[src/rtl/core/stok_pkg.sv]
// Shared types, token codes and helper functions for the source tokenizer.
// No dependencies; used by every module under rtl/core.
`timescale 1ns / 1ps

package stok_pkg;

    localparam int POSITION_BITS = 24;
    localparam logic [63:0] VALUE_MAX = 64'h7FFF_FFFF_FFFF_FFFF;

    typedef logic [POSITION_BITS-1:0] pos_t;

    // Token kind codes.
    localparam logic [5:0] K_NUMBER    = 6'd0;
    localparam logic [5:0] K_ID        = 6'd1;
    localparam logic [5:0] K_STRING    = 6'd2;
    localparam logic [5:0] K_LPAREN    = 6'd3;
    localparam logic [5:0] K_RPAREN    = 6'd4;
    localparam logic [5:0] K_LBRACE    = 6'd5;
    localparam logic [5:0] K_RBRACE    = 6'd6;
    localparam logic [5:0] K_LBRACKET  = 6'd7;
    localparam logic [5:0] K_RBRACKET  = 6'd8;
    localparam logic [5:0] K_COMMA     = 6'd9;
    localparam logic [5:0] K_PLUS      = 6'd10;
    localparam logic [5:0] K_INCREASE  = 6'd11;
    localparam logic [5:0] K_MINUS     = 6'd12;
    localparam logic [5:0] K_DECREASE  = 6'd13;
    localparam logic [5:0] K_ARROW     = 6'd14;
    localparam logic [5:0] K_MULTIPLY  = 6'd15;
    localparam logic [5:0] K_DIVIDE    = 6'd16;
    localparam logic [5:0] K_MODULO    = 6'd17;
    localparam logic [5:0] K_ASSIGN    = 6'd18;
    localparam logic [5:0] K_EQUALS    = 6'd19;
    localparam logic [5:0] K_NOT       = 6'd20;
    localparam logic [5:0] K_NOT_EQ    = 6'd21;
    localparam logic [5:0] K_LESS      = 6'd22;
    localparam logic [5:0] K_LESS_EQ   = 6'd23;
    localparam logic [5:0] K_SHL       = 6'd24;
    localparam logic [5:0] K_MORE      = 6'd25;
    localparam logic [5:0] K_MORE_EQ   = 6'd26;
    localparam logic [5:0] K_SHR       = 6'd27;
    localparam logic [5:0] K_AND       = 6'd28;
    localparam logic [5:0] K_OR        = 6'd29;
    localparam logic [5:0] K_XOR       = 6'd30;
    localparam logic [5:0] K_BIT_NOT   = 6'd31;
    localparam logic [5:0] K_EOL       = 6'd32;
    localparam logic [5:0] K_RANGE_DOT = 6'd33;
    localparam logic [5:0] K_EOF       = 6'd34;
    localparam logic [5:0] K_TEXT      = 6'd35;
    localparam logic [5:0] K_ILLEGAL   = 6'd36;
    localparam logic [5:0] K_QUOTE     = 6'd37;
    localparam logic [5:0] K_LONE_DOT  = 6'd38;

    // Scan modes.
    typedef enum logic [4:0] {
        M_IDLE, M_IDENT, M_NZERO, M_NUM, M_CH_OPEN, M_CH_ESC, M_CH_CLOSE,
        M_STR, M_STR_ESC, M_LCOMM, M_BCOMM, M_BSTAR, M_DOT,
        M_PLUS, M_EQ, M_OR, M_AND, M_GT, M_LT, M_BANG, M_MINUS, M_SLASH
    } mode_t;

    typedef enum logic [1:0] {B_DEC, B_HEX, B_BIN} base_t;

    // One result token.
    typedef struct packed {
        logic [5:0]  kind;
        pos_t        pos;
        logic [63:0] value;
        logic [7:0]  text_char;
    } token_t;

    // Up to two results for one input transfer.
    typedef struct packed {
        logic   valid0;
        logic   valid1;
        token_t tok0;
        token_t tok1;
    } result_pair_t;

    function automatic logic is_digit(input logic [7:0] b);
        return b >= "0" && b <= "9";
    endfunction

    function automatic logic is_alpha(input logic [7:0] b);
        return (b >= "a" && b <= "z") || (b >= "A" && b <= "Z");
    endfunction

    function automatic logic [7:0] unescape(input logic [7:0] b);
        logic [7:0] r;
        case (b)
            "n": r = 8'd10;
            "r": r = 8'd13;
            "t": r = 8'd9;
            "b": r = 8'd8;
            default: r = b;
        endcase
        return r;
    endfunction

    function automatic logic [5:0] single_kind(input mode_t m);
        logic [5:0] k;
        case (m)
            M_PLUS:  k = K_PLUS;
            M_EQ:    k = K_ASSIGN;
            M_OR:    k = K_OR;
            M_AND:   k = K_AND;
            M_GT:    k = K_MORE;
            M_LT:    k = K_LESS;
            M_BANG:  k = K_NOT;
            M_MINUS: k = K_MINUS;
            default: k = K_DIVIDE;
        endcase
        return k;
    endfunction

    function automatic token_t make_tok(input logic [5:0] k, input pos_t p,
                                        input logic [63:0] v, input logic [7:0] c);
        token_t t;
        t.kind = k;
        t.pos = p;
        t.value = v;
        t.text_char = c;
        return t;
    endfunction

endpackage

[src/rtl/core/stok_accum.sv]
// Saturating number accumulator step: acc * radix + digit, clamped at 2^63-1.
// Depends on stok_pkg.
`timescale 1ns / 1ps

module stok_accum (
    input  logic [63:0]    acc,
    input  stok_pkg::base_t base,
    input  logic [3:0]     digit,
    output logic [63:0]    acc_next
);

    logic [67:0] wide;

    // Radix multiply is shifts and adds; the top bits flag overflow.
    always_comb begin
        case (base)
            stok_pkg::B_HEX: wide = {acc, 4'b0} + {64'd0, digit};
            stok_pkg::B_BIN: wide = {3'b0, acc, 1'b0} + {64'd0, digit};
            default:         wide = {1'b0, acc, 3'b0} + {3'b0, acc, 1'b0}
                                    + {64'd0, digit};
        endcase
        if (wide > {4'd0, stok_pkg::VALUE_MAX}) begin
            acc_next = stok_pkg::VALUE_MAX;
        end else begin
            acc_next = wide[63:0];
        end
    end

endmodule

[src/rtl/core/stok_scan.sv]
// Per-byte scanner: mode state and the combinational token decision.
// Depends on stok_pkg and stok_accum.
`timescale 1ns / 1ps

module stok_scan (
    input  logic                      aclk,
    input  logic                      aresetn,
    input  logic                      step,
    input  logic [7:0]                b,
    input  logic                      eoi,
    output stok_pkg::result_pair_t    res
);

    stok_pkg::mode_t mode_reg, mode_next;
    stok_pkg::pos_t  cnt_reg, cnt_next, start_reg, start_next;
    logic [63:0]     acc_reg, acc_next;
    stok_pkg::base_t base_reg, base_next;
    logic            stop_reg, stop_next;
    logic [7:0]      lit_reg, lit_next;

    logic [3:0]      digit;
    logic [63:0]     acc_step;
    logic            is_hex_alpha;

    // Digit value of the current byte for the accumulator.
    always_comb begin
        is_hex_alpha = (b >= "a" && b <= "f") || (b >= "A" && b <= "F");
        if (stok_pkg::is_digit(b)) begin
            digit = 4'(b - 8'h30);
        end else if (b >= "a" && b <= "f") begin
            digit = 4'(b - 8'h57);
        end else begin
            digit = 4'(b - 8'h37);
        end
    end

    stok_accum u_accum (
        .acc      (acc_reg),
        .base     (base_reg),
        .digit    (digit),
        .acc_next (acc_step)
    );

    // Next state and results for one input transfer.
    always_comb begin
        logic        do_idle;
        stok_pkg::pos_t pos;
        logic [5:0]  pk;
        stok_pkg::token_t it;
        logic        iv;
        mode_next = mode_reg;
        cnt_next = cnt_reg;
        start_next = start_reg;
        acc_next = acc_reg;
        base_next = base_reg;
        stop_next = stop_reg;
        lit_next = lit_reg;
        res = '0;
        do_idle = 1'b0;
        pos = cnt_reg;
        pk = 6'd0;
        it = '0;
        iv = 1'b0;

        if (eoi) begin
            case (mode_reg)
                stok_pkg::M_NZERO, stok_pkg::M_NUM: begin
                    res.valid0 = 1'b1;
                    res.tok0 = stok_pkg::make_tok(stok_pkg::K_NUMBER, start_reg, acc_reg, 8'd0);
                end
                stok_pkg::M_CH_OPEN, stok_pkg::M_CH_ESC, stok_pkg::M_CH_CLOSE,
                stok_pkg::M_STR, stok_pkg::M_STR_ESC: begin
                    res.valid0 = 1'b1;
                    res.tok0 = stok_pkg::make_tok(stok_pkg::K_QUOTE, start_reg, 64'd0, 8'd0);
                end
                stok_pkg::M_DOT: begin
                    res.valid0 = 1'b1;
                    res.tok0 = stok_pkg::make_tok(stok_pkg::K_LONE_DOT, start_reg, 64'd0,
                                                  8'd0);
                end
                stok_pkg::M_PLUS, stok_pkg::M_EQ, stok_pkg::M_OR, stok_pkg::M_AND,
                stok_pkg::M_GT, stok_pkg::M_LT, stok_pkg::M_BANG, stok_pkg::M_MINUS,
                stok_pkg::M_SLASH: begin
                    res.valid0 = 1'b1;
                    res.tok0 = stok_pkg::make_tok(stok_pkg::single_kind(mode_reg), start_reg,
                                                  64'd0, 8'd0);
                end
                default: ;
            endcase
            res.valid1 = 1'b1;
            res.tok1 = stok_pkg::make_tok(stok_pkg::K_EOF, cnt_reg, 64'd0, 8'd0);
            mode_next = stok_pkg::M_IDLE;
            cnt_next = '0;
            start_next = '0;
            acc_next = '0;
            base_next = stok_pkg::B_DEC;
            stop_next = 1'b0;
            lit_next = '0;
        end else begin
            cnt_next = cnt_reg + 1'b1;
            case (mode_reg)
                stok_pkg::M_IDLE: do_idle = 1'b1;
                stok_pkg::M_IDENT: begin
                    if (stok_pkg::is_alpha(b) || stok_pkg::is_digit(b) || b == "_") begin
                        res.valid1 = 1'b1;
                        res.tok1 = stok_pkg::make_tok(stok_pkg::K_TEXT, start_reg, 64'd0, b);
                    end else begin
                        do_idle = 1'b1;
                    end
                end
                stok_pkg::M_NZERO, stok_pkg::M_NUM: begin
                    if (mode_reg == stok_pkg::M_NZERO && (b == "x" || b == "X")) begin
                        base_next = stok_pkg::B_HEX;
                        mode_next = stok_pkg::M_NUM;
                    end else if (mode_reg == stok_pkg::M_NZERO && (b == "b" || b == "B")) begin
                        base_next = stok_pkg::B_BIN;
                        mode_next = stok_pkg::M_NUM;
                    end else begin
                        mode_next = stok_pkg::M_NUM;
                        if (base_reg == stok_pkg::B_HEX &&
                            (stok_pkg::is_digit(b) || is_hex_alpha)) begin
                            acc_next = acc_step;
                        end else if (base_reg != stok_pkg::B_HEX && stok_pkg::is_digit(b)) begin
                            if (base_reg == stok_pkg::B_DEC) begin
                                acc_next = acc_step;
                            end else if (b > "1") begin
                                stop_next = 1'b1;
                            end else if (!stop_reg) begin
                                acc_next = acc_step;
                            end
                        end else begin
                            res.valid0 = 1'b1;
                            res.tok0 = stok_pkg::make_tok(stok_pkg::K_NUMBER, start_reg,
                                                          acc_reg, 8'd0);
                            do_idle = 1'b1;
                        end
                    end
                end
                stok_pkg::M_CH_OPEN: begin
                    if (b == "\\") begin
                        mode_next = stok_pkg::M_CH_ESC;
                    end else begin
                        lit_next = b;
                        mode_next = stok_pkg::M_CH_CLOSE;
                    end
                end
                stok_pkg::M_CH_ESC: begin
                    lit_next = stok_pkg::unescape(b);
                    mode_next = stok_pkg::M_CH_CLOSE;
                end
                stok_pkg::M_CH_CLOSE: begin
                    if (b != "'") begin
                        res.valid0 = 1'b1;
                        res.tok0 = stok_pkg::make_tok(stok_pkg::K_QUOTE, pos, 64'd0, 8'd0);
                    end
                    res.valid1 = 1'b1;
                    res.tok1 = stok_pkg::make_tok(stok_pkg::K_NUMBER, start_reg,
                                                  {56'd0, lit_reg}, 8'd0);
                    mode_next = stok_pkg::M_IDLE;
                end
                stok_pkg::M_STR: begin
                    if (b == "\"") begin
                        mode_next = stok_pkg::M_IDLE;
                    end else if (b == "\\") begin
                        mode_next = stok_pkg::M_STR_ESC;
                    end else begin
                        res.valid1 = 1'b1;
                        res.tok1 = stok_pkg::make_tok(stok_pkg::K_TEXT, start_reg, 64'd0, b);
                    end
                end
                stok_pkg::M_STR_ESC: begin
                    res.valid1 = 1'b1;
                    res.tok1 = stok_pkg::make_tok(stok_pkg::K_TEXT, start_reg, 64'd0,
                                                  stok_pkg::unescape(b));
                    mode_next = stok_pkg::M_STR;
                end
                stok_pkg::M_LCOMM: begin
                    if (b == 8'd10) mode_next = stok_pkg::M_IDLE;
                end
                stok_pkg::M_BCOMM: begin
                    if (b == "*") mode_next = stok_pkg::M_BSTAR;
                end
                stok_pkg::M_BSTAR: begin
                    if (b == "/") mode_next = stok_pkg::M_IDLE;
                    else if (b != "*") mode_next = stok_pkg::M_BCOMM;
                end
                stok_pkg::M_DOT: begin
                    res.valid1 = 1'b1;
                    res.tok1 = stok_pkg::make_tok(
                        (b == ".") ? stok_pkg::K_RANGE_DOT : stok_pkg::K_LONE_DOT,
                        start_reg, 64'd0, 8'd0);
                    mode_next = stok_pkg::M_IDLE;
                end
                stok_pkg::M_SLASH: begin
                    if (b == "/") begin
                        mode_next = stok_pkg::M_LCOMM;
                    end else if (b == "*") begin
                        mode_next = stok_pkg::M_BCOMM;
                    end else begin
                        res.valid0 = 1'b1;
                        res.tok0 = stok_pkg::make_tok(stok_pkg::K_DIVIDE, start_reg, 64'd0,
                                                      8'd0);
                        do_idle = 1'b1;
                    end
                end
                default: begin
                    // Operators with an optional second character.
                    case (mode_reg)
                        stok_pkg::M_PLUS:  pk = (b == "+") ? stok_pkg::K_INCREASE : 6'd0;
                        stok_pkg::M_EQ:    pk = (b == "=") ? stok_pkg::K_EQUALS : 6'd0;
                        stok_pkg::M_OR:    pk = (b == "|") ? stok_pkg::K_OR : 6'd0;
                        stok_pkg::M_AND:   pk = (b == "&") ? stok_pkg::K_AND : 6'd0;
                        stok_pkg::M_GT:    pk = (b == "=") ? stok_pkg::K_MORE_EQ :
                                                ((b == ">") ? stok_pkg::K_SHR : 6'd0);
                        stok_pkg::M_LT:    pk = (b == "=") ? stok_pkg::K_LESS_EQ :
                                                ((b == "<") ? stok_pkg::K_SHL : 6'd0);
                        stok_pkg::M_BANG:  pk = (b == "=") ? stok_pkg::K_NOT_EQ : 6'd0;
                        stok_pkg::M_MINUS: pk = (b == ">") ? stok_pkg::K_ARROW :
                                                ((b == "-") ? stok_pkg::K_DECREASE : 6'd0);
                        default:           pk = 6'd0;
                    endcase
                    if (pk != 6'd0) begin
                        res.valid1 = 1'b1;
                        res.tok1 = stok_pkg::make_tok(pk, start_reg, 64'd0, 8'd0);
                        mode_next = stok_pkg::M_IDLE;
                    end else begin
                        res.valid0 = 1'b1;
                        res.tok0 = stok_pkg::make_tok(stok_pkg::single_kind(mode_reg),
                                                      start_reg, 64'd0, 8'd0);
                        do_idle = 1'b1;
                    end
                end
            endcase

            // Byte seen between tokens.
            if (do_idle) begin
                mode_next = stok_pkg::M_IDLE;
                start_next = pos;
                if (stok_pkg::is_digit(b)) begin
                    stop_next = 1'b0;
                    base_next = stok_pkg::B_DEC;
                    acc_next = {60'd0, digit};
                    mode_next = (b == "0") ? stok_pkg::M_NZERO : stok_pkg::M_NUM;
                end else if (stok_pkg::is_alpha(b) || b == "_") begin
                    mode_next = stok_pkg::M_IDENT;
                    iv = 1'b1;
                    it = stok_pkg::make_tok(stok_pkg::K_ID, pos, 64'd0, b);
                end else if (b == " " || (b >= 8'd9 && b <= 8'd13)) begin
                    iv = 1'b0;
                end else begin
                    iv = 1'b1;
                    it = stok_pkg::make_tok(stok_pkg::K_ILLEGAL, pos, 64'd0, 8'd0);
                    case (b)
                        "'": begin iv = 1'b0; mode_next = stok_pkg::M_CH_OPEN; end
                        "\"": begin
                            mode_next = stok_pkg::M_STR;
                            it.kind = stok_pkg::K_STRING;
                        end
                        "(": it.kind = stok_pkg::K_LPAREN;
                        ")": it.kind = stok_pkg::K_RPAREN;
                        "{": it.kind = stok_pkg::K_LBRACE;
                        "}": it.kind = stok_pkg::K_RBRACE;
                        "[": it.kind = stok_pkg::K_LBRACKET;
                        "]": it.kind = stok_pkg::K_RBRACKET;
                        ",": it.kind = stok_pkg::K_COMMA;
                        "*": it.kind = stok_pkg::K_MULTIPLY;
                        "%": it.kind = stok_pkg::K_MODULO;
                        "^": it.kind = stok_pkg::K_XOR;
                        "~": it.kind = stok_pkg::K_BIT_NOT;
                        ";": it.kind = stok_pkg::K_EOL;
                        "+": begin iv = 1'b0; mode_next = stok_pkg::M_PLUS; end
                        "=": begin iv = 1'b0; mode_next = stok_pkg::M_EQ; end
                        "|": begin iv = 1'b0; mode_next = stok_pkg::M_OR; end
                        "&": begin iv = 1'b0; mode_next = stok_pkg::M_AND; end
                        ">": begin iv = 1'b0; mode_next = stok_pkg::M_GT; end
                        "<": begin iv = 1'b0; mode_next = stok_pkg::M_LT; end
                        "!": begin iv = 1'b0; mode_next = stok_pkg::M_BANG; end
                        "-": begin iv = 1'b0; mode_next = stok_pkg::M_MINUS; end
                        "/": begin iv = 1'b0; mode_next = stok_pkg::M_SLASH; end
                        ".": begin iv = 1'b0; mode_next = stok_pkg::M_DOT; end
                        default: ;
                    endcase
                end
                res.valid1 = iv;
                res.tok1 = it;
            end
        end
    end

    // State registers, advanced once per input transfer.
    always_ff @(posedge aclk) begin
        if (!aresetn) begin
            mode_reg  <= stok_pkg::M_IDLE;
            cnt_reg   <= '0;
            start_reg <= '0;
            acc_reg   <= '0;
            base_reg  <= stok_pkg::B_DEC;
            stop_reg  <= 1'b0;
            lit_reg   <= '0;
        end else if (step) begin
            mode_reg  <= mode_next;
            cnt_reg   <= cnt_next;
            start_reg <= start_next;
            acc_reg   <= acc_next;
            base_reg  <= base_next;
            stop_reg  <= stop_next;
            lit_reg   <= lit_next;
        end
    end

    // End of input clears the scanner, each byte advances the counter and
    // the accumulator never passes the saturation value.
    assert property (@(posedge aclk) disable iff (!aresetn)
        (step && eoi) |=> (mode_reg == stok_pkg::M_IDLE && cnt_reg == '0))
        else $error("end of input did not return scanner to reset");
    assert property (@(posedge aclk) disable iff (!aresetn)
        (step && !eoi) |=> (cnt_reg == $past(cnt_reg) + 1'b1))
        else $error("byte counter did not advance");
    assert property (@(posedge aclk) disable iff (!aresetn)
        acc_reg <= stok_pkg::VALUE_MAX)
        else $error("accumulator exceeded saturation value");

endmodule

[src/rtl/core/source_tokenizer.sv]
// Top level of the source tokenizer: input register, scanner, result queue.
// Depends on stok_pkg and stok_scan.
//
//  channel | dir | tdata (low bit up)                   | tuser
//  s_      | in  | text_byte[7:0]                       | end_of_input
//  m_      | out | token_kind[5:0], start_position[29:6],| -
//          |     | number_value[93:30], text_char[101:94]; tlast = last_of_run
//
// Up to one byte per cycle is accepted while the result queue has room; a byte gives zero, one or two results.
// The scanner runs as a byte leaves the input register; its one or two results
// go into a two-entry result register, drained one per cycle while m_tready is
// high, so a result is offered from that register once its byte has been scanned.
// A byte with two results holds the input while they drain.
// Input is taken whenever the input stage is empty or moves on this cycle.
// Reset (aresetn low, synchronous) empties both stages and clears scan state.
`timescale 1ns / 1ps

module source_tokenizer (
    input  logic         aclk,
    input  logic         aresetn,
    input  logic         s_tvalid,
    output logic         s_tready,
    input  logic [7:0]   s_tdata,   // text_byte
    input  logic         s_tuser,   // end_of_input
    output logic         m_tvalid,
    input  logic         m_tready,
    output logic [103:0] m_tdata,   // token_kind, start_position, number_value, text_char
    output logic         m_tlast    // last_of_run
);

    logic       in_valid_reg, in_valid_next;
    logic [7:0] in_byte_reg;
    logic       in_eoi_reg;

    stok_pkg::result_pair_t res;
    stok_pkg::token_t       q_tok_reg [2];
    logic                   q_last_reg [2];
    logic [1:0]             q_cnt_reg, q_cnt_next;
    logic                   step, q_pop;
    logic                   q_room;

    // The queue must be able to take the worst case after this cycle's pop.
    assign q_pop  = m_tvalid && m_tready;
    assign q_room = (q_cnt_reg == 2'd0) || (q_cnt_reg == 2'd1 && q_pop);
    assign step   = in_valid_reg && q_room;
    assign s_tready = !in_valid_reg || step;
    assign in_valid_next = (s_tvalid && s_tready) ? 1'b1 : (step ? 1'b0 : in_valid_reg);

    // Input register.
    always_ff @(posedge aclk) begin
        if (!aresetn) begin
            in_valid_reg <= 1'b0;
        end else begin
            in_valid_reg <= in_valid_next;
        end
    end

    always_ff @(posedge aclk) begin
        if (s_tvalid && s_tready) begin
            in_byte_reg <= s_tdata;
            in_eoi_reg  <= s_tuser;
        end
    end

    stok_scan u_scan (
        .aclk    (aclk),
        .aresetn (aresetn),
        .step    (step),
        .b       (in_byte_reg),
        .eoi     (in_eoi_reg),
        .res     (res)
    );

    // Result queue: entry 0 is the head.
    always_comb begin
        logic [1:0] after_pop;
        after_pop  = q_cnt_reg - {1'b0, q_pop};
        q_cnt_next = after_pop;
        if (step) begin
            q_cnt_next = after_pop + {1'b0, res.valid0} + {1'b0, res.valid1};
        end
    end

    always_ff @(posedge aclk) begin
        if (!aresetn) begin
            q_cnt_reg <= 2'd0;
        end else begin
            q_cnt_reg <= q_cnt_next;
        end
    end

    always_ff @(posedge aclk) begin
        if (step) begin
            // Queue is empty after the pop, so load fresh results at the head.
            if (res.valid0) begin
                q_tok_reg[0]  <= res.tok0;
                q_last_reg[0] <= !res.valid1;
                q_tok_reg[1]  <= res.tok1;
                q_last_reg[1] <= 1'b1;
            end else begin
                q_tok_reg[0]  <= res.tok1;
                q_last_reg[0] <= 1'b1;
            end
        end else if (q_pop) begin
            q_tok_reg[0]  <= q_tok_reg[1];
            q_last_reg[0] <= q_last_reg[1];
        end
    end

    assign m_tvalid = q_cnt_reg != 2'd0;
    assign m_tlast  = q_last_reg[0];
    assign m_tdata  = {2'b00, q_tok_reg[0].text_char, q_tok_reg[0].value,
                       q_tok_reg[0].pos, q_tok_reg[0].kind};

    assert property (@(posedge aclk) disable iff (!aresetn) q_cnt_reg != 2'd3)
        else $error("result queue overflow");
    assert property (@(posedge aclk) disable iff (!aresetn)
        step |-> (q_cnt_reg == 2'd0 || q_pop))
        else $error("scanner stepped without queue room");
    assert property (@(posedge aclk) disable iff (!aresetn)
        (q_cnt_reg == 2'd2) |-> !q_last_reg[0])
        else $error("two queued results but head marked last");

endmodule

[config.mk]
export PLATFORM = sky130hd
export DESIGN_NAME = source_tokenizer
export DESIGN_NICKNAME = d
export VERILOG_FILES = /design/src/rtl/core/stok_pkg.sv /design/src/rtl/core/stok_accum.sv /design/src/rtl/core/stok_scan.sv /design/src/rtl/core/source_tokenizer.sv
export SDC_FILE = /design/constraint.sdc
export NUM_CORES = 1
export LEC_CHECK = 0
export BUFFER_PORTS_ARGS = -buffer_cell sky130_fd_sc_hd__buf_4
export CAP_MARGIN = 20
export CELL_PAD_IN_SITES_DETAIL_PLACEMENT = 1
export CELL_PAD_IN_SITES_GLOBAL_PLACEMENT = 1
export CORE_MARGIN = 4
export CORE_UTILIZATION = 51
export CTS_CLUSTER_DIAMETER = 60
export CTS_CLUSTER_SIZE = 8
export DETAILED_ROUTE_END_ITERATION = 12
export HOLD_SLACK_MARGIN = 0.06
export PLACE_DENSITY_LB_ADDON = 0.2
export RECOVER_POWER = 50
export SLEW_MARGIN = 10
export SYNTH_ARGS = -nofsm -noshare
export SYNTH_HDL_FRONTEND = slang
export SYNTH_SLANG_ARGS = --single-unit
[constraint.sdc]
create_clock -name aclk -period 13.7 [get_ports aclk]
set_input_delay 0.685 -clock aclk [delete_from_list [all_inputs] [get_ports aclk]]
set_output_delay 0.685 -clock aclk [all_outputs]
set_load 0.02 [all_outputs]
# == Word-level counts from Yosys, hierarchy flattened ==
# Memories as Yosys holds them, arrays and structs flattened. A register that Yosys moved wholly into a read port is not among the register bits.
# Cells that the tools add are included.
# classes
addsub,11
multipliers,0
div,0
n_lt_le_gt_ge,12
n_eq_ne,70
shifts,0
muxes,135
bitwise,4
n_reduce_logical,51
# op_table
cell,count
two-way mux 102 bit,16
case mux 102 bit (4 select lines),2
two-way mux 64 bit,12
case mux 102 bit (6 select lines),1
two-way mux 206 bit,1
equality test 8 x 6 -> 1 bit (second input constant),19
adder 68 x 4 -> 68 bit,2
case mux 68 bit (2 select lines),1
equality test 8 x 7 -> 1 bit (second input constant),16
two-way mux 5 bit,24
two-way mux 101 bit,1
two-way mux 96 bit,1
case mux 6 bit (13 select lines),1
two-way mux 24 bit,3
adder 67 x 65 -> 68 bit,1
greater-than comparator 68 x 63 -> 1 bit (second input constant),1
adder 65 x 4 -> 66 bit,1
case mux 5 bit (12 select lines),1
case mux 5 bit (11 select lines),1
case mux 6 bit (8 select lines),1
two-way mux 1 bit,44
equality test 5 x 4 -> 1 bit (second input constant),8
less-or-equal comparator 8 x 7 -> 1 bit (second input constant),4
case mux 8 bit (4 select lines),1
53 further kinds,120
# totals
ff_bits,140
latch_bits,0
ramBits,206
rom_bits,320
output_inout_bits,107
memories,4
# mem_list
name,depth,width,read_ports,rd_clocked_by_memory_dff,wr,line_no,text
q_tok_reg,2,102,2,0,2,source_tokenizer.sv:36,stok_pkg::token_t q_tok_reg [2];
(name not given),32,5,1,1,0,stok_pkg.sv:100,case (m)
(name not given),32,5,1,1,0,stok_pkg.sv:100,
q_last_reg,2,1,2,0,2,source_tokenizer.sv:37,logic q_last_reg [2];

# == Depth between registers and ports, before layout ==
# depth
depth_word,19
mapped_depth,23
mapped_depth_nobuf,21

# == Modules after synthesis ==
# From an unflattened synthesis, not the netlist that was laid out.
# unflattened
hier_cells,3069
hier_area_um2,26878.3
# by_module_without_submodules
mod,n_inst,cells_per_inst,area_per_inst_um2,seq_area_each_um2
source_tokenizer,1,842,10301.1,6506.2
stok_scan,1,1146,9135.0,2662.6
stok_accum,1,1081,7442.1,0.0

# == Worst setup path after synthesis ==
# No wires, ideal clock.
# synth_path
path_kind,reg2reg
startpoint,reg in_byte_reg[0]
endpoint,reg u_scan.acc_reg[15]
setup_ps,128
arrival_time_ps,4977
path_slack_ps,8595
path_stages_with_launch,24
synth_period_minus_slack_ps,5105
cell_sequence,edfxtp_1 inv_1 ha_1 o21bai_1 nand2_1 nand2_1 nand2_1 xnor2_1 inv_1 fa_1 inv_1 fa_1 a211oi_1 o21ai_1 o21ai_0 a21oi_1 a2111oi_4 o21ai_1 nor3b_1 o41a_1 buf_4 buf_6 nor4_2 o22ai_1
# synth_between
elab_chain_cells,19
word_cells_on_any_way,86
# synth_rtl
element,line_no,text
start: declaration,source_tokenizer.sv:32,logic [7:0] in_byte_reg;
start signal: assignment,source_tokenizer.sv:60,in_byte_reg <= s_tdata;
>= comparator 8 x 7 -> 1 bit / less-or-equal comparator 8 x 7 -> 1 bit (equally long branches),"stok_pkg.sv:83, stok_scan.sv:27, stok_scan.sv:30",
logical AND 1 bit,"stok_scan.sv:27, stok_scan.sv:30",
two-way mux 4 bit,stok_scan.sv:30,"end else if (b >= ""a"" && b <= ""f"") begin"
two-way mux 4 bit,stok_scan.sv:28,if (stok_pkg::is_digit(b)) begin
adder 68 x 4 -> 68 bit (tied with other cells),stok_accum.sv:20,"+ {64'd0, digit};"
case mux 68 bit (2 select lines),stok_accum.sv:16,case (base)
greater-than comparator 68 x 63 -> 1 bit,stok_accum.sv:22,"if (wide > {4'd0, stok_pkg::VALUE_MAX}) begin"
two-way mux 64 bit,stok_accum.sv:22,
(+3 left out),--,
two-way mux 64 bit,stok_scan.sv:123,end else if (base_reg != stok_pkg::B_HEX && stok_pkg::is_digit(b)) begin
two-way mux 64 bit,stok_scan.sv:120,if (base_reg == stok_pkg::B_HEX &&
two-way mux 64 bit,stok_scan.sv:115,"end else if (mode_reg == stok_pkg::M_NZERO && (b == ""b"" || b == ""B"")) begin"
two-way mux 64 bit,stok_scan.sv:112,"if (mode_reg == stok_pkg::M_NZERO && (b == ""x"" || b == ""X"")) begin"
two-way mux 64 bit,stok_scan.sv:101,case (mode_reg)
two-way mux 64 bit,stok_scan.sv:239,if (stok_pkg::is_digit(b)) begin
two-way mux 64 bit *,stok_scan.sv:236,if (do_idle) begin
two-way mux 64 bit *,stok_scan.sv:65,if (eoi) begin
end signal: assignment,stok_scan.sv:304,acc_reg <= acc_next;
end: declaration,stok_scan.sv:16,"logic [63:0] acc_reg, acc_next;"
# Every way passes the cells marked *; elsewhere a longest branch is shown, timed or not. The select of a mux whose other input is x is not followed.
# A chain may end at the register's enable or synchronous reset.

# == Worst setup path in the final report ==
# layout_path
startpoint,reg in_byte_reg[1]
endpoint,reg u_scan.acc_reg[3]
# The elaborated chain is that of the path after synthesis.

==> metrics.txt <==
initial antenna violation count=1; vias per cell=6.757; top post-synthesis cells by count=nand2_1 (264), nor2_1 (201), a21oi_1 (199); main combinational cell family by area after synthesis=compound AO/OA/AOI/OAI gates; Post-Syn Instances=between 2000 and 2500; WL/cell=25.61 µm; leading area contributor after synthesis=edfxtp_1; Post-synth EDFFs=between 150 and 200; Via Count=between 20000 and 25000; Power Dens Cells=between 100 and 150 nW/µm²; actual slew at the worst max-slew pin=approximately 2.9 ns; top_reg_cell synth=edfxtp_1; Area Growth Syn to Fin=8.808%; Sequential cell area=about 7500 µm²; sequential-to-total area share from yosys stat=34.59%; CTS root buffer=clkbuf_16; H-tree depth=2; post-synthesis async set-or-reset flop share=0%; post-synthesis xor/xnor area fraction=between 5 and 6%; drt pass-1 iters=6; mean post-synth cell area=between 8 and 9 µm²; Max Cap Violations=4; share of cells above drive strength 1=6.144%; Detailed Route WL=78840 µm; Multi-input gate area=~13000 µm²; count leader, synth=nand2_1; I/O pin count=120; fmax=146.9 MHz; clk buf depth=3; worst hold-check path type=in -> reg; TritonCTS buffer count=45; startpoint types=flip-flop; complex-gate fraction of the synthesized area=a little under a quarter; DIE WIDTH=between 200 and 250 µm; pin count of the biggest net entering global routing=65; post-layout min period=approximately 6.8 ns; drt drc=0; critical path arrival=roughly 7.1 ns; VDD IR max=0.08794 mV; Worst Skew=approximately 0.031 ns; RSZ-0062 raised after global routing=false; WS Path Type=reg -> reg; Final Net Count=roughly 2700; vias in the first global route=around 21000; post-CTS setup buffer count=0; Slew HR=-95.52%; CTS tree=done; mux share of post-synthesis cell area=around 2.3%; clk sinks=approximately 300; CP Capture Type=flip-flop; max FFs per register=around 150; Yosys warning count=0; failing checks=max-capacitance violations, max-slew violations; filler instances=~5000; GRT Util Overall=33.01%; Synth area leaders=edfxtp_1 (22%), dfxtp_1 (13%), ha_1 (8.2%), a21oi_1 (4.6%), nand2_1 (4.6%); register bit total from synthesis=295; die area=between 40000 and 50000 µm²; period utilization=between 40% and 50%; top-area cell type share of the netlist area=between 20% and 30%; hpwl dp=approximately 55000 µm; Lkg Pwr=between 8 and 9 nW; port bufs=~120; core area=approximately 42000 µm²; RD Place Congestion=0.9800; worst path required time=approximately 14 ns; global-route wire length before repair=approximately 120000 µm; cell row count=between 70 and 80; Synth Area in Simple Gates=a little over 20%; Remaining Overflow, GRT=0; antenna-violating nets left=0; drt first-iter violations=roughly 2300; Final Max Slew Viols=roughly 190; initial core utilization=51.61%; worst-path fanout max=42; clock slew at reported path FFs=approximately 0.060 ns; Die Y=around 210 µm; CTS resizes=0; final setup fails=0; Clk Latency, worst-skew pair=about 0.60 ns; PnR Total Power=about 0.0029 W; synthesized area=21650 µm²; Distinct cells, synth=113; Adder-Cell Fraction of Synth Area=under 10%; setup TNS=0 ns; Fin. Hold Viols=0; outcome=finished with violations; hold bufs inserted after CTS=0
area by class of cell:
class / count / share of cell area [%]
inverter: 48 / 0.7649
clock inverter: 5 / 0.4037
tap: 539 / 2.863
clock buffer: 77 / 5.551
multi-input combinational: 1969 / 55.78
timing repair buffer: 145 / 2.837
sequential: 295 / 31.79
antenna: 1 / 0.01062
per-layer routing:
layer	part of all wire, %	track usage (%)	wire (µm)
met1	43	45.59	34120
met2	45	51.68	35520
met3	8.3	7.000	6508
met4	3.4	11.50	2670
met5	0.016	0	13
logic make-up (layout without fill, tap and decap cells):
| kind of cell | count (synthesis) | after routing |
|---|---|---|
| adder cells (fa/ha/maj) | 146 | 146 |
| multiplexers | 48 | 48 |
| XOR/XNOR | 136 | 136 |
| buffers and inverters | 216 | 275 |
| other | 1 | 3 |
| flip-flops | 295 | 295 |
| AO/OA/AOI/OAI | 748 | 748 |
| AND/OR/NAND/NOR | 889 | 889 |
final timing paths:
path	cells past startpoint	from	endpoint	slack, ns
worst min register to register	1	q_last_reg[1]	q_last_reg[1]	0.46
worst max-delay path	22	in_byte_reg[1]	u_scan.acc_reg[3]	6.89
worst max register to register	22	in_byte_reg[1]	u_scan.acc_reg[3]	6.89
worst min-delay path	1	s_tdata[2]	in_byte_reg[2]	0.29
cells in the final DEF, fill, tap and decap left out, types with 19 or more instances in the layout:
cell type	Yosys	layout
nand4_1	41	41
ha_1	142	140
nor4_1	19	19
o21ai_1	38	37
edfxtp_1	158	158
xor2_1	57	57
dfxtp_1	137	137
and3_1	34	35
a21o_1	25	25
inv_1	47	46
buf_4	13	25
nand3_1	68	68
a22o_1	25	25
xnor2_1	79	79
nand2_1	264	263
a22oi_1	45	45
a31oi_1	40	40
a221oi_1	42	42
mux2i_1	41	41
nor3_1	62	62
clkbuf_16	0	46
clkbuf_1	100	141
a2111oi_2	20	20
o21ai_0	137	138
and2_1	76	68
nor2_1	201	200
a21oi_1	199	200
worst max-delay path, stage by stage, from the launching register on:
cell	delay, ns
edfxtp_1	0.50
inv_1	0.18
ha_1	0.42
o21bai_1	0.25
nand2_1	0.07
nand2_1	0.32
nand2_1	0.13
xnor2_1	0.27
inv_1	0.10
fa_1	0.50
inv_1	0.07
ha_1	0.28
nand3_1	0.11
a21oi_1	0.19
o211ai_1	0.25
a211oi_1	0.67
o2111ai_1	0.18
nand2_1	0.14
mux2_1	0.32
or3_2	0.47
buf_4	0.36
nor2_4	0.54
a311oi_1	0.19
where the power goes:
part	total [W]	internal [W]	switching, W
clock network	0.00109	0.000652	0.000436
registers	0.00117	0.00111	0.0000546
logic	0.000604	0.000137	0.000467
total	0.00286	0.00190	0.000958
stage by stage:
stage	instance area, µm²	hold WS, ns	utilization, %	cells	setup WS [ns]
final	23560	0.2930	56.16	3079	6.893
after detailed placement	22620	0.4422	53.92	2995	6.770
after floorplan	21650	0.4115	-	2480	8.595
after CTS	24020	0.2505	57.26	3077	6.740
after global placement	22620	0.4265	53.92	2995	7.082
after global routing	23550	0.2774	56.15	3078	6.512
Power figures use the tool's default switching activity.
